==> config.mk <==
export PLATFORM = sky130hd
export DESIGN_NAME = utf8_stream_decoder
export DESIGN_NICKNAME = d
export VERILOG_FILES = /design/src/design/u8dec_pkg.sv /design/src/design/utf8_stream_decoder.sv /design/src/design/u8dec_step.sv /design/src/design/u8dec_out_reg.sv
export SDC_FILE = /design/constraint.sdc
export NUM_CORES = 1
export LEC_CHECK = 0
export BUFFER_PORTS_ARGS = -buffer_cell sky130_fd_sc_hd__buf_4
export CAP_MARGIN = 20
export CORE_ASPECT_RATIO = 0.8
export CORE_MARGIN = 1.5
export CORE_UTILIZATION = 54
export CTS_CLUSTER_DIAMETER = 30
export CTS_CLUSTER_SIZE = 20
export DETAILED_ROUTE_END_ITERATION = 8
export GPL_ROUTABILITY_DRIVEN = 0
export PLACE_DENSITY_LB_ADDON = 0.25
export RECOVER_POWER = 50
export SYNTH_ARGS = -nofsm -noshare
export SYNTH_HDL_FRONTEND = slang
export SYNTH_SLANG_ARGS = --single-unit
==> constraint.sdc <==
create_clock -name clk -period 4 [get_ports clk]
set_clock_uncertainty 0.15 [all_clocks]
set_input_delay 0.8 -clock clk [delete_from_list [all_inputs] [get_ports clk]]
set_output_delay 0.8 -clock clk [all_outputs]
set_load 0.02 [all_outputs]
==> src/design/u8dec_pkg.sv <==
package u8dec_pkg;

  localparam int unsigned CpWidth = 21;

  localparam logic [7:0] LeadBase = 8'hC0;
  localparam logic [7:0] LeadSpan = 8'h35;
  localparam logic [7:0] Lead3Min = 8'hE0;
  localparam logic [7:0] Lead4Min = 8'hF0;
  localparam logic [5:0] ContMask = 6'h3F;

  // continuation bytes still expected
  typedef enum logic [1:0] {
    REM_IDLE  = 2'd0,
    REM_ONE   = 2'd1,
    REM_TWO   = 2'd2,
    REM_THREE = 2'd3
  } rem_t;

  typedef struct packed {
    logic                     emit;
    logic [CpWidth-1:0]       code_point;
    logic                     truncated;
  } step_res_t;

endpackage

==> src/design/utf8_stream_decoder.sv <==
// UTF-8 byte stream to code point decoder.
// Input channel: byte_valid/byte_ready with in_byte and end_of_string; one
//   request per byte, end_of_string marks the last byte of a string.
// Output channel: char_valid/char_ready with code_point and truncated; zero
//   or one request per byte. Lead and non-final continuation bytes give none
//   unless they end a string: a cut sequence gives code_point 0, truncated 1.
// Path: an accepted byte is captured in the input register, then decoded and
//   loaded into the output register, where char_valid rises.
// Throughput: one byte per cycle unless char_ready holds a result; decode is
//   a single shift-or step between the input register and the output register.
// Stall: when char_ready is low with a result held, the output register and
//   then the input register fill and byte_ready drops; bytes that produce no
//   result still drain from the input register while the output holds.
// Reset (rst, synchronous): both registers empty, decoder idle with no
//   partial sequence.
module utf8_stream_decoder (
  input  logic                            clk,
  input  logic                            rst,
  input  logic                            byte_valid,
  output logic                            byte_ready,
  input  logic [7:0]                      in_byte,
  input  logic                            end_of_string,
  output logic                            char_valid,
  input  logic                            char_ready,
  output logic [u8dec_pkg::CpWidth-1:0]   code_point,
  output logic                            truncated
);

  logic                            stage_valid;
  logic [7:0]                      stage_byte;
  logic                            stage_eos;
  logic                            stage_take;
  logic                            load_ready;
  u8dec_pkg::step_res_t            res;
  u8dec_pkg::rem_t                 remaining;

  assign stage_take = stage_valid && (!res.emit || load_ready);
  assign byte_ready = !stage_valid || stage_take;

  always_ff @(posedge clk) begin
    if (rst) begin
      stage_valid <= 1'b0;
    end else if (byte_ready) begin
      stage_valid <= byte_valid;
    end
  end

  always_ff @(posedge clk) begin
    if (byte_ready && byte_valid) begin
      stage_byte <= in_byte;
      stage_eos  <= end_of_string;
    end
  end

  u8dec_step u_step (
    .clk           (clk),
    .rst           (rst),
    .take          (stage_take),
    .in_byte       (stage_byte),
    .end_of_string (stage_eos),
    .res           (res),
    .remaining     (remaining)
  );

  u8dec_out_reg u_out (
    .clk             (clk),
    .rst             (rst),
    .load_valid      (stage_valid && res.emit),
    .load_ready      (load_ready),
    .load_code_point (res.code_point),
    .load_truncated  (res.truncated),
    .char_valid      (char_valid),
    .char_ready      (char_ready),
    .code_point      (code_point),
    .truncated       (truncated)
  );

  assert property (@(posedge clk) disable iff (rst)
    char_valid && truncated |-> code_point == '0)
    else $error("truncated result carries a nonzero code point");
  assert property (@(posedge clk) disable iff (rst)
    char_valid |-> code_point <= 21'h13FFFF)
    else $error("code point out of range");
  assert property (@(posedge clk)
    rst |=> remaining == u8dec_pkg::REM_IDLE && !stage_valid && !char_valid)
    else $error("reset did not clear the decoder");
  assert property (@(posedge clk) disable iff (rst)
    byte_valid && byte_ready |=> stage_valid)
    else $error("accepted byte lost before decode");

endmodule

==> src/design/u8dec_step.sv <==
module u8dec_step (
  input  logic                             clk,
  input  logic                             rst,
  input  logic                             take,
  input  logic [7:0]                       in_byte,
  input  logic                             end_of_string,
  output u8dec_pkg::step_res_t             res,
  output u8dec_pkg::rem_t                  remaining
);

  u8dec_pkg::rem_t                 remaining_next;
  logic [u8dec_pkg::CpWidth-1:0]   partial_value;
  logic [u8dec_pkg::CpWidth-1:0]   partial_value_next;
  logic [7:0]                      lead_off;
  logic                            is_lead;
  logic [u8dec_pkg::CpWidth-1:0]   shifted;

  assign lead_off = in_byte - u8dec_pkg::LeadBase;
  assign is_lead  = (in_byte >= u8dec_pkg::LeadBase) && (lead_off < u8dec_pkg::LeadSpan);
  assign shifted  = {partial_value[u8dec_pkg::CpWidth-7:0], in_byte[5:0] & u8dec_pkg::ContMask};

  always_comb begin
    remaining_next     = remaining;
    partial_value_next = partial_value;
    res                = '0;
    if (remaining == u8dec_pkg::REM_IDLE) begin
      if (is_lead) begin
        if (end_of_string) begin
          partial_value_next = '0;
          res.emit           = 1'b1;
          res.truncated      = 1'b1;
        end else if (in_byte >= u8dec_pkg::Lead4Min) begin
          partial_value_next = {18'd0, in_byte[2:0]};
          remaining_next     = u8dec_pkg::REM_THREE;
        end else if (in_byte >= u8dec_pkg::Lead3Min) begin
          partial_value_next = {17'd0, in_byte[3:0]};
          remaining_next     = u8dec_pkg::REM_TWO;
        end else begin
          partial_value_next = {16'd0, in_byte[4:0]};
          remaining_next     = u8dec_pkg::REM_ONE;
        end
      end else begin
        res.emit       = 1'b1;
        res.code_point = {13'd0, in_byte};
      end
    end else begin
      partial_value_next = shifted;
      remaining_next     = u8dec_pkg::rem_t'(remaining - 2'd1);
      if (remaining == u8dec_pkg::REM_ONE) begin
        res.emit       = 1'b1;
        res.code_point = shifted;
      end else if (end_of_string) begin
        remaining_next     = u8dec_pkg::REM_IDLE;
        partial_value_next = '0;
        res.emit           = 1'b1;
        res.truncated      = 1'b1;
      end
    end
  end

  always_ff @(posedge clk) begin
    if (rst) begin
      remaining     <= u8dec_pkg::REM_IDLE;
      partial_value <= '0;
    end else if (take) begin
      remaining     <= remaining_next;
      partial_value <= partial_value_next;
    end
  end

  assert property (@(posedge clk) disable iff (rst)
    remaining == u8dec_pkg::REM_THREE |-> partial_value[u8dec_pkg::CpWidth-1:3] == '0)
    else $error("partial value too wide with three bytes left");
  assert property (@(posedge clk) disable iff (rst)
    remaining == u8dec_pkg::REM_TWO |-> partial_value[u8dec_pkg::CpWidth-1:9] == '0)
    else $error("partial value too wide with two bytes left");
  assert property (@(posedge clk) disable iff (rst)
    remaining == u8dec_pkg::REM_ONE |-> partial_value[u8dec_pkg::CpWidth-1:15] == '0)
    else $error("partial value too wide with one byte left");

endmodule

==> src/design/u8dec_out_reg.sv <==
module u8dec_out_reg (
  input  logic                            clk,
  input  logic                            rst,
  input  logic                            load_valid,
  output logic                            load_ready,
  input  logic [u8dec_pkg::CpWidth-1:0]   load_code_point,
  input  logic                            load_truncated,
  output logic                            char_valid,
  input  logic                            char_ready,
  output logic [u8dec_pkg::CpWidth-1:0]   code_point,
  output logic                            truncated
);

  assign load_ready = !char_valid || char_ready;

  always_ff @(posedge clk) begin
    if (rst) begin
      char_valid <= 1'b0;
    end else if (load_ready) begin
      char_valid <= load_valid;
    end
  end

  always_ff @(posedge clk) begin
    if (load_ready && load_valid) begin
      code_point <= load_code_point;
      truncated  <= load_truncated;
    end
  end

endmodule
Yosys cells after proc, flatten, opt, wreduce, memory -nomap -nowiden
Index checks and enable logic that the tools add are counted.

Output and inout port bits: 24. Bits of input ports: 13. Register bits after elaboration: 50. Logic and storage cells: 53.

Order comparisons: 4. Multiplexer cells: 22. Add/subtract/negate cells: 2. Equality and inequality tests: 3. Reduce and logical (&&, ||, !) cells: 14.

Operators by type and width (count): 15-bit 2-to-1 mux (4); 8-bit greater-or-equal comparator, second input constant (3); 23-bit 2-to-1 mux (1); 21-bit 2-to-1 mux (1); 5-bit 2-to-1 mux (3); 2-bit 2-to-1 mux (7); 8-bit by 6-bit less-than comparator with 1-bit output, second input constant (1); 8-bit 2-to-1 mux (1); 8-bit subtractor, second input constant (1); 1-bit logical AND (5); 1-bit 2-to-1 mux (5); 1-bit zero test (3); 1-bit logical OR (3); 3-bit AND reduction (1); 2-bit by 1-bit equality test with 1-bit output, second input constant (1); 2-bit zero test (1); 2-bit by 1-bit inequality test with 1-bit output, second input constant (1); 2-bit inequality test, second input constant (1); 2-bit AND reduction (1); 2-bit by 1-bit subtractor with 2-bit output, second input constant (1).

Logic depth before layout (Yosys ltp)
Gate-level depths: netlist of the first run.

Depth after elaboration: 10. Gate-level depth with buffers: 8. Gate-level depth less buffers: 6.

Cells and area by module
From an unflattened synthesis of the first run, not the netlist that was laid out.

Cell total of the unflattened synthesis: 134. Area total of the unflattened synthesis: 1975.6 um2.

Modules (own cells, without submodules): u8dec_step (cells an instance 90, area each 909.6 um2, sequential area each 340.3 um2, instances 1); u8dec_out_reg (cells an instance 27, area each 715.7 um2, sequential area each 680.7 um2, instances 1); utf8_stream_decoder (cells an instance 17, area each 350.3 um2, sequential area each 290.3 um2, instances 1).

Worst setup path after synthesis of the first run
Ideal clock, no wire load.

Kind: reg2reg. Start point: register u_step.remaining[0]. End point: register u_out.code_point[0] (netlist bit) (enable). Setup time: 0.403 ns. Arrival: 2.256 ns. Buffers on the path: 1. Path slack: 1.191 ns. Data required time: 3.447 ns. Period minus slack after synthesis: 2.809 ns. Stages on the path, launching flop included: 8. Cells stage by stage: dfxtp_1 > inv_1 > ha_1 > buf_6 > and2b_2 > nor2_1 > a31o_2 > nor2b_1.

Cells in the longest elaborated chain, start to end: 5. Elaborated cells on any way between the ends: 6. Those cells by class: eq/ne: 1; mux: 2; reduce/logical: 3.

RTL lines: from (decl) (line u8dec_step.sv:8) `output u8dec_pkg::rem_t remaining`; from (signal assigned) (line u8dec_step.sv:63) `remaining <= u8dec_pkg::REM_IDLE;`; from (signal assigned) (line u8dec_step.sv:66) `remaining <= remaining_next;`; 2-bit by 1-bit equality test with 1-bit output (line u8dec_step.sv:49) `if (remaining == u8dec_pkg::REM_ONE) begin`; 1-bit 2-to-1 mux (line u8dec_step.sv:49); 23-bit 2-to-1 mux * (line u8dec_step.sv:26) `if (remaining == u8dec_pkg::REM_IDLE) begin`; 1-bit logical AND * (line utf8_stream_decoder.sv:68) `.load_valid (stage_valid && res.emit),`; 1-bit logical AND * (line u8dec_out_reg.sv:25) `if (load_ready && load_valid) begin`; to (signal assigned) (line u8dec_out_reg.sv:26) `code_point <= load_code_point;`; to (decl) (line u8dec_out_reg.sv:10) `output logic [u8dec_pkg::CpWidth-1:0] code_point,`.

Every way passes the cells marked *; elsewhere a longest branch is shown, timed or not. A chain may end at the register's enable or synchronous reset.

Worst setup path in the final report of the first run
Start point: register u_step.remaining[1]. End point: output port byte_ready.

Cells in the longest elaborated chain, start to end: 7. Elaborated cells on any way between the ends: 8. Those cells by class: eq/ne: 1; mux: 2; reduce/logical: 5.

RTL lines: 2-bit by 1-bit equality test with 1-bit output (line u8dec_step.sv:49); 1-bit 2-to-1 mux (line u8dec_step.sv:49); 23-bit 2-to-1 mux * (line u8dec_step.sv:26); 1-bit zero test * (line utf8_stream_decoder.sv:37) `assign stage_take = stage_valid && (!res.emit || load_ready);`; 1-bit logical OR * (line utf8_stream_decoder.sv:37); 1-bit logical AND * (line utf8_stream_decoder.sv:37); 1-bit logical OR * (line utf8_stream_decoder.sv:38) `assign byte_ready = !stage_valid || stage_take;`; to (decl) (line utf8_stream_decoder.sv:20) `output logic byte_ready,`.

Marks and branches as above.

==> summary.txt, run 1 <==
Run status
  – Outcome: finished, final reports clean

Clocking
  – Inserted Clock Buffers: 5
  – Post-cts sizing count: 0
  – Clk Latency, worst-skew pair: 300 ps
  – CTS root buffer: clkbuf_8
  – Clock sink count: 50
  – CTS tree: done
  – Post-CTS setup buffer count: 0
  – CTS clk-pin slew, worst paths: 80 ps
  – Cts hold-fix bufs: 0
  – H-tree depth: 2
  – Clock Path Buffers: 2

STA
  – Setup TNS: 0 ps
  – Final setup viols: 0
  – Worst-margin pin slew: 1030 ps
  – Final hold slack: 323 ps
  – Final-report hold violation count: 0
  – RSZ-0062 raised after global routing: false
  – Final min period: 3110 ps
  – Slew HR: 0.312
  – Max Fclk: 321 MHz
  – Slew Viols, Final: 0
  – Period utilization: 0.779

GRT
  – Largest net degree at the start of global routing: 23
  – Gr ovfl total: 0
  – Initial antenna violation count: 0
  – Vias in the first global route: 1249
  – Total GRT Usage: 0.180
  – Global-route wire length before repair: 5600 um

Layout
  – Post-Route Utilization: 0.657
  – Syn-to-layout area delta: 14.3%
  – Commonest non-fill, non-tap cell in the layout: edfxtp_1
  – Nets: 202
  – # diodes: 0
  – Fraction of layout cells with a size suffix above 1: 0.166
  – Post-route cell area: about 2300 sq um
  – Most frequent cells in the layout: edfxtp_1 (31), clkbuf_1 (23), dfxtp_1 (19), and2_1 (16), nand2_1 (14)

Detailed routing
  – DR iter-0 viols: 76
  – Post-route DRC: 0
  – Met3 Wirelength: 269 um
  – Vias per cell: 5.58
  – DR top layer: met4
  – M1 wire length: 1570 um
  – DRT Pass-1 Iters: 4
  – Post-DRT Antenna Nets: 0
  – Wirelength per Cell: 14.8 um
  – WL met2: ~1500 um
  – DRT Wirelength: 3390 um
  – Via count: 1277

Pwr
  – Leakage dissipation: 0.867 nW
  – IR drop worst, VDD: 0.000370 V
  – PwrDens: a little over 400 nW/um^2
  – Total Power: 0.953 mW

Synthesis
  – FF+latch count, synth: 50
  – Mean Syn Cell Area: 13.8 sq um
  – Sequential-to-total area share from yosys stat: 0.653
  – Syn_nets: between 150 and 200
  – Mapped cell area: 2010 sq um
  – Syn. warnings: 0
  – Gate Count Post-Synth: 146
  – Post-synth cell types: 34

Hold path
  – Min-delay worst type: reg -> reg
  – Hold Path Cell Cnt: 1
  – Hold endpoint: u_step.partial_value[11]
  – Hold Path Origin: u_step.partial_value[11]

Worst setup path
  – R2r endpoint: u_out.code_point[19]
  – Reg-to-Reg Start: u_step.remaining[1]
  – Crit path max fanout: 9
  – Setup crit end kind: primary output
  – Startpoint types: register
  – Kind of critical path: reg -> out
  – R2R Setup Slk: 1040 ps
  – Critical Path RT: 3050 ps
  – Cells on worst reg2reg path: 6
  – Worst endpoint data arrival time: 2160 ps

Floorplan
  – Die area: 4100 sq um
  – # IOs: 37
  – Row count: 19
  – Initial Utilization: 0.575
  – Core region area: ~3500 sq um
  – Die Y: 57.5 um
  – Die X-Extent: 71.2 um

Placed design
  – IO buf count: 36
  – HPWL after DPL: between 2000 and 2500 um
  – Placed cell area: around 2300 sq um

Job
  – Max Cap Viol: 0
==> sequential cells by signal, indices dropped and copies added (netlist names) <==
name and count:
u_step.remaining 2, stage_eos 1, u_step.partial_value 15, stage_byte 8
u_out.code_point 21, u_out.char_valid 1, u_out.truncated 1, stage_valid 1
==> stage by stage <==
stage | worst slack, ps | instances
2_1_floorplan | 1190 | 146
3_3_place_gp | 1320 | 221
3_5_place_dp | 1190 | 221
4_1_cts | 1080 | 229
5_1_grt | 779 | 229
6_report | 885 | 229
==> routing by layer <==
layer  track usage  up-vias
li1              -      607
met1         0.235      602
met2         0.282       63
met3        0.0495        5
met4        0.0836        0
met5             0        -
==> where the power goes <==
group	internal (mW)	switching, mW	total [mW]
clock network	0.139	0.155	0.294
logic	0.0291	0.0510	0.0801
registers	0.568	0.0109	0.578
total	0.736	0.217	0.953
==> kinds of logic (layout without fill, tap and decap cells) <==
kind of cell / after synthesis / in the layout / synth area share
buf+inv: 9 / 50 / 0.0243
mux: 7 / 7 / 0.0355
flops: 50 / 50 / 0.653
compound gates: 26 / 26 / 0.118
simple gates: 51 / 51 / 0.150
fa+ha+maj: 3 / 3 / 0.0187
==> cell usage after synthesis <==
library cell / instances / area (sq um)
a21oi_1: 4 / 20.0
inv_1: 6 / 22.5
o21ai_0: 2 / 10.0
a31o_2: 1 / 8.76
and3_2: 1 / 7.51
and2b_2: 1 / 8.76
and3_4: 1 / 11.3
nand4_1: 1 / 6.26
nand2b_4: 1 / 13.8
o221ai_1: 1 / 8.76
and3_1: 1 / 6.26
nand2b_1: 1 / 6.26
a311o_1: 1 / 10.0
nand2_1: 14 / 52.6
and2_1: 20 / 125
clkbuf_1: 1 / 3.75
a31oi_4: 1 / 21.3
o21a_1: 1 / 7.51
nand3_1: 2 / 10.0
dfxtp_1: 19 / 380
mux2i_1: 6 / 60.1
mux2_2: 1 / 11.3
nor2b_1: 2 / 12.5
nor2b_2: 1 / 8.76
nor2_1: 3 / 11.3
a211oi_1: 1 / 7.51
and4_4: 1 / 11.3
a22o_4: 1 / 17.5
buf_6: 2 / 22.5
a22o_1: 12 / 105
edfxtp_1: 31 / 931
o211ai_4: 1 / 21.3
ha_1: 3 / 37.5
nand3_2: 1 / 10.0
==> cell type report <==
cell class | count | area [sq um]
multi-input cells | 87 | 629
clock inverters | 2 | 12.5
repair buffers | 36 | 184
fillers | 285 | 1200
well taps | 42 | 52.6
clock buffers | 6 | 82.6
flip-flops and latches | 50 | 1310
inverters | 6 | 22.5
==> how the worst max path moves through the flow <==
stage	startpoint	to	cells past startpoint
6_report	u_step.remaining[1]	byte_ready	6
5_1_grt	u_step.remaining[0]	byte_ready	6
4_1_cts	u_step.remaining[1]	byte_ready	6
3_5_place_dp	u_step.remaining[1]	u_out.code_point[20]	6
3_3_place_gp	u_step.remaining[0]	u_out.code_point[20]	6
2_1_floorplan	u_step.remaining[0]	u_out.code_point[0]	7
==> worst max-delay path: stages (launching register included) <==
cell and delay (ps):
dfxtp_1 320, inv_1 100, ha_1 330, and4_1 290, o211ai_1 280, a311o_1 380, buf_4 170
Power figures use the tool's default switching activity.
==> run 2: changes to the inputs <==
CORE_UTILIZATION = 49   (was 54)
clock period = 2.6 ns   (was 4 ns; I/O delays follow)
==> run 2 against run 1 <==
Net effect:
- non-clock buffer count is 1 higher
- via count shrank 1.0%
- final area increased by 2.6%
- sequential share of layout area shrank 1.4 points
- critical path depth did not move
- die area rose by 9.7%
==> summary.txt, run 2 (synthesis gave the netlist of run 1 again) <==
Hold path
  – Min-delay worst type: in -> reg

Layout
  – Most frequent cells in the layout: edfxtp_1 (31), clkbuf_1 (23), dfxtp_1 (18), nand2_1 (14), and2_1 (14)
  – Nets: 203 (+0.50%)
  – Syn-to-layout area delta: 17.2%
  – Reg with most FFs: u_out.code_point
  – # diodes: 0 (unchanged)
  – Commonest non-fill, non-tap cell in the layout: edfxtp_1
  – Fraction of layout cells with a size suffix above 1: 0.181 (+0.0151)
  – Post-route cell area: 2350 sq um (+2.6%)
  – Max FFs per register: 21 (unchanged)
  – Top flop regs: u_out.code_point x21, u_step.partial_value x15, stage_byte x8

Detailed routing
  – DRT Wirelength: 3440 um (+1.6%)
  – Vias per cell: 5.20 (-6.7%)
  – Post-DRT Antenna Nets: 0 (unchanged)
  – Post-route DRC: 0 (unchanged)
  – DRT Pass-1 Iters: 4 (unchanged)
  – Via count: 1264 (-1.0%)
  – Wirelength per Cell: 14.2 um (-4.2%)
  – DR iter-0 viols: 69 (-9.2%)

Floorplan
  – # IOs: 37 (unchanged)
  – Core region area: 3850 sq um (+10%)
  – Row count: 20 (+1)
  – Initial Utilization: 0.521 (-0.0535)
  – Die Y: 60.3 um (+4.7%)
  – Die area: 4490 sq um (+9.7%)
  – Die X-Extent: 74.6 um (+4.8%)

Job
  – Max Cap Viol: 0 (unchanged)

Worst setup path
  – Worst endpoint data arrival time: 1820 ps (-340 ps)
  – Kind of critical path: reg -> out
  – Crit path max fanout: 9 (unchanged)
  – Startpoint types: register
  – Critical Path RT: 1930 ps (-1120 ps)
  – Setup crit end kind: primary output

Pwr
  – PwrDens: 665 nW/um^2 (+60%)
  – Leakage dissipation: 0.875 nW (+0.91%)
  – IR drop worst, VDD: 0.000581 V (+57%)

STA
  – Final min period: 2490 ps
  – Final setup viols: 0 (unchanged)
  – RSZ-0062 raised after global routing: false
  – Setup TNS: 0 ps (unchanged)
  – Period utilization: 0.957
  – Worst-margin pin slew: 389 ps (-638 ps)
  – Final-report hold violation count: 0 (unchanged)
  – Slew Viols, Final: 0 (unchanged)
  – Max Fclk: between 400 and 500 MHz
  – Slew HR: 0.740 (+0.428)

Clocking
  – CTS tree: done
  – Clock sink count: 50 (unchanged)
  – Clk Latency, worst-skew pair: 300 ps (about the same)
  – CTS clk-pin slew, worst paths: 90 ps (about the same)
  – Inserted Clock Buffers: 5 (unchanged)
  – CTS root buffer: clkbuf_8
  – H-tree depth: 2 (unchanged)
  – Clock Path Buffers: 2 (unchanged)

Run status
  – Outcome: finished, final reports clean

Placed design
  – IO buf count: 36 (unchanged)
  – HPWL after DPL: 2520 um (+3.7%)
  – Placed cell area: 2330 sq um (+1.0%)

GRT
  – Gr ovfl total: 0 (unchanged)
  – Initial antenna violation count: 0 (unchanged)
  – Global-route wire length before repair: 5420 um (-3.2%)
  – Total GRT Usage: 0.166 (-0.0140)
  – Largest net degree at the start of global routing: 23 (unchanged)
  – Vias in the first global route: 1164 (-6.8%)
[run 2: layout make-up]
| type | instances | area, sq um |
|---|---|---|
| fill | 331 | 1500 |
| inverter | 6 | 22.5 |
| timing repair buffer | 37 | 191 |
| sequential | 50 | 1310 |
| tap | 55 | 68.8 |
| multi-input combinational | 87 | 642 |
| clock buffer | 5 | 68.8 |
| clock inverter | 3 | 47.5 |
[run 2: metrics by stage]
step / cells / setup slack, ps / hold slack [ps] / util / power (mW)
after floorplan: 146 / 199 / 284 / - / 0.992
after global placement: 235 / 352 / 295 / 0.605 / 1.05
after detailed placement: 235 / 297 / 300 / 0.605 / 1.05
after CTS: 243 / 27.2 / 243 / 0.636 / 1.59
after global routing: 243 / 16.9 / 260 / 0.611 / 1.62
final: 243 / 111 / 270 / 0.611 / 1.56
[run 2: power by group]
group / internal (mW) / switching [mW]
combinational: 0.0465 / 0.0796
clock: 0.292 / 0.255
sequential: 0.873 / 0.0181
total: 1.21 / 0.353
[run 2: worst max-delay path, stage by stage, from the launching register on]
cell and delay (ps):
dfxtp_1 320, inv_1 130, ha_4 200, and4_4 250, o211ai_4 120, a311o_1 330, buf_4 170
[run 2: metal layers]
metal | global-route usage | vias up | part of all wire
met5 | 0 | - | 0
met4 | 0.0468 | 0 | 0.0093
met3 | 0.0455 | 5 | 0.060
met2 | 0.261 | 50 | 0.45
met1 | 0.227 | 596 | 0.48
li1 | - | 613 | -
[run 2: path summary, 6_finish.rpt]
kind / start / endpoint / slack (ps) / depth (start not counted)
max: u_step.remaining[1] / byte_ready / 110 / 6
min: in_byte[5] / stage_byte[5] / 270 / 1
max reg2reg: u_step.remaining[1] / stage_byte[1] / 470 / 6
min reg2reg: u_step.remaining[1] / u_step.remaining[1] / 310 / 2
[run 2: repair_timing]
action                     4_1_cts  5_1_grt
gates resized for setup          1        2
hold buffers                     0        0
buffers inserted                 0        0
setup endpoints to repair        1        1
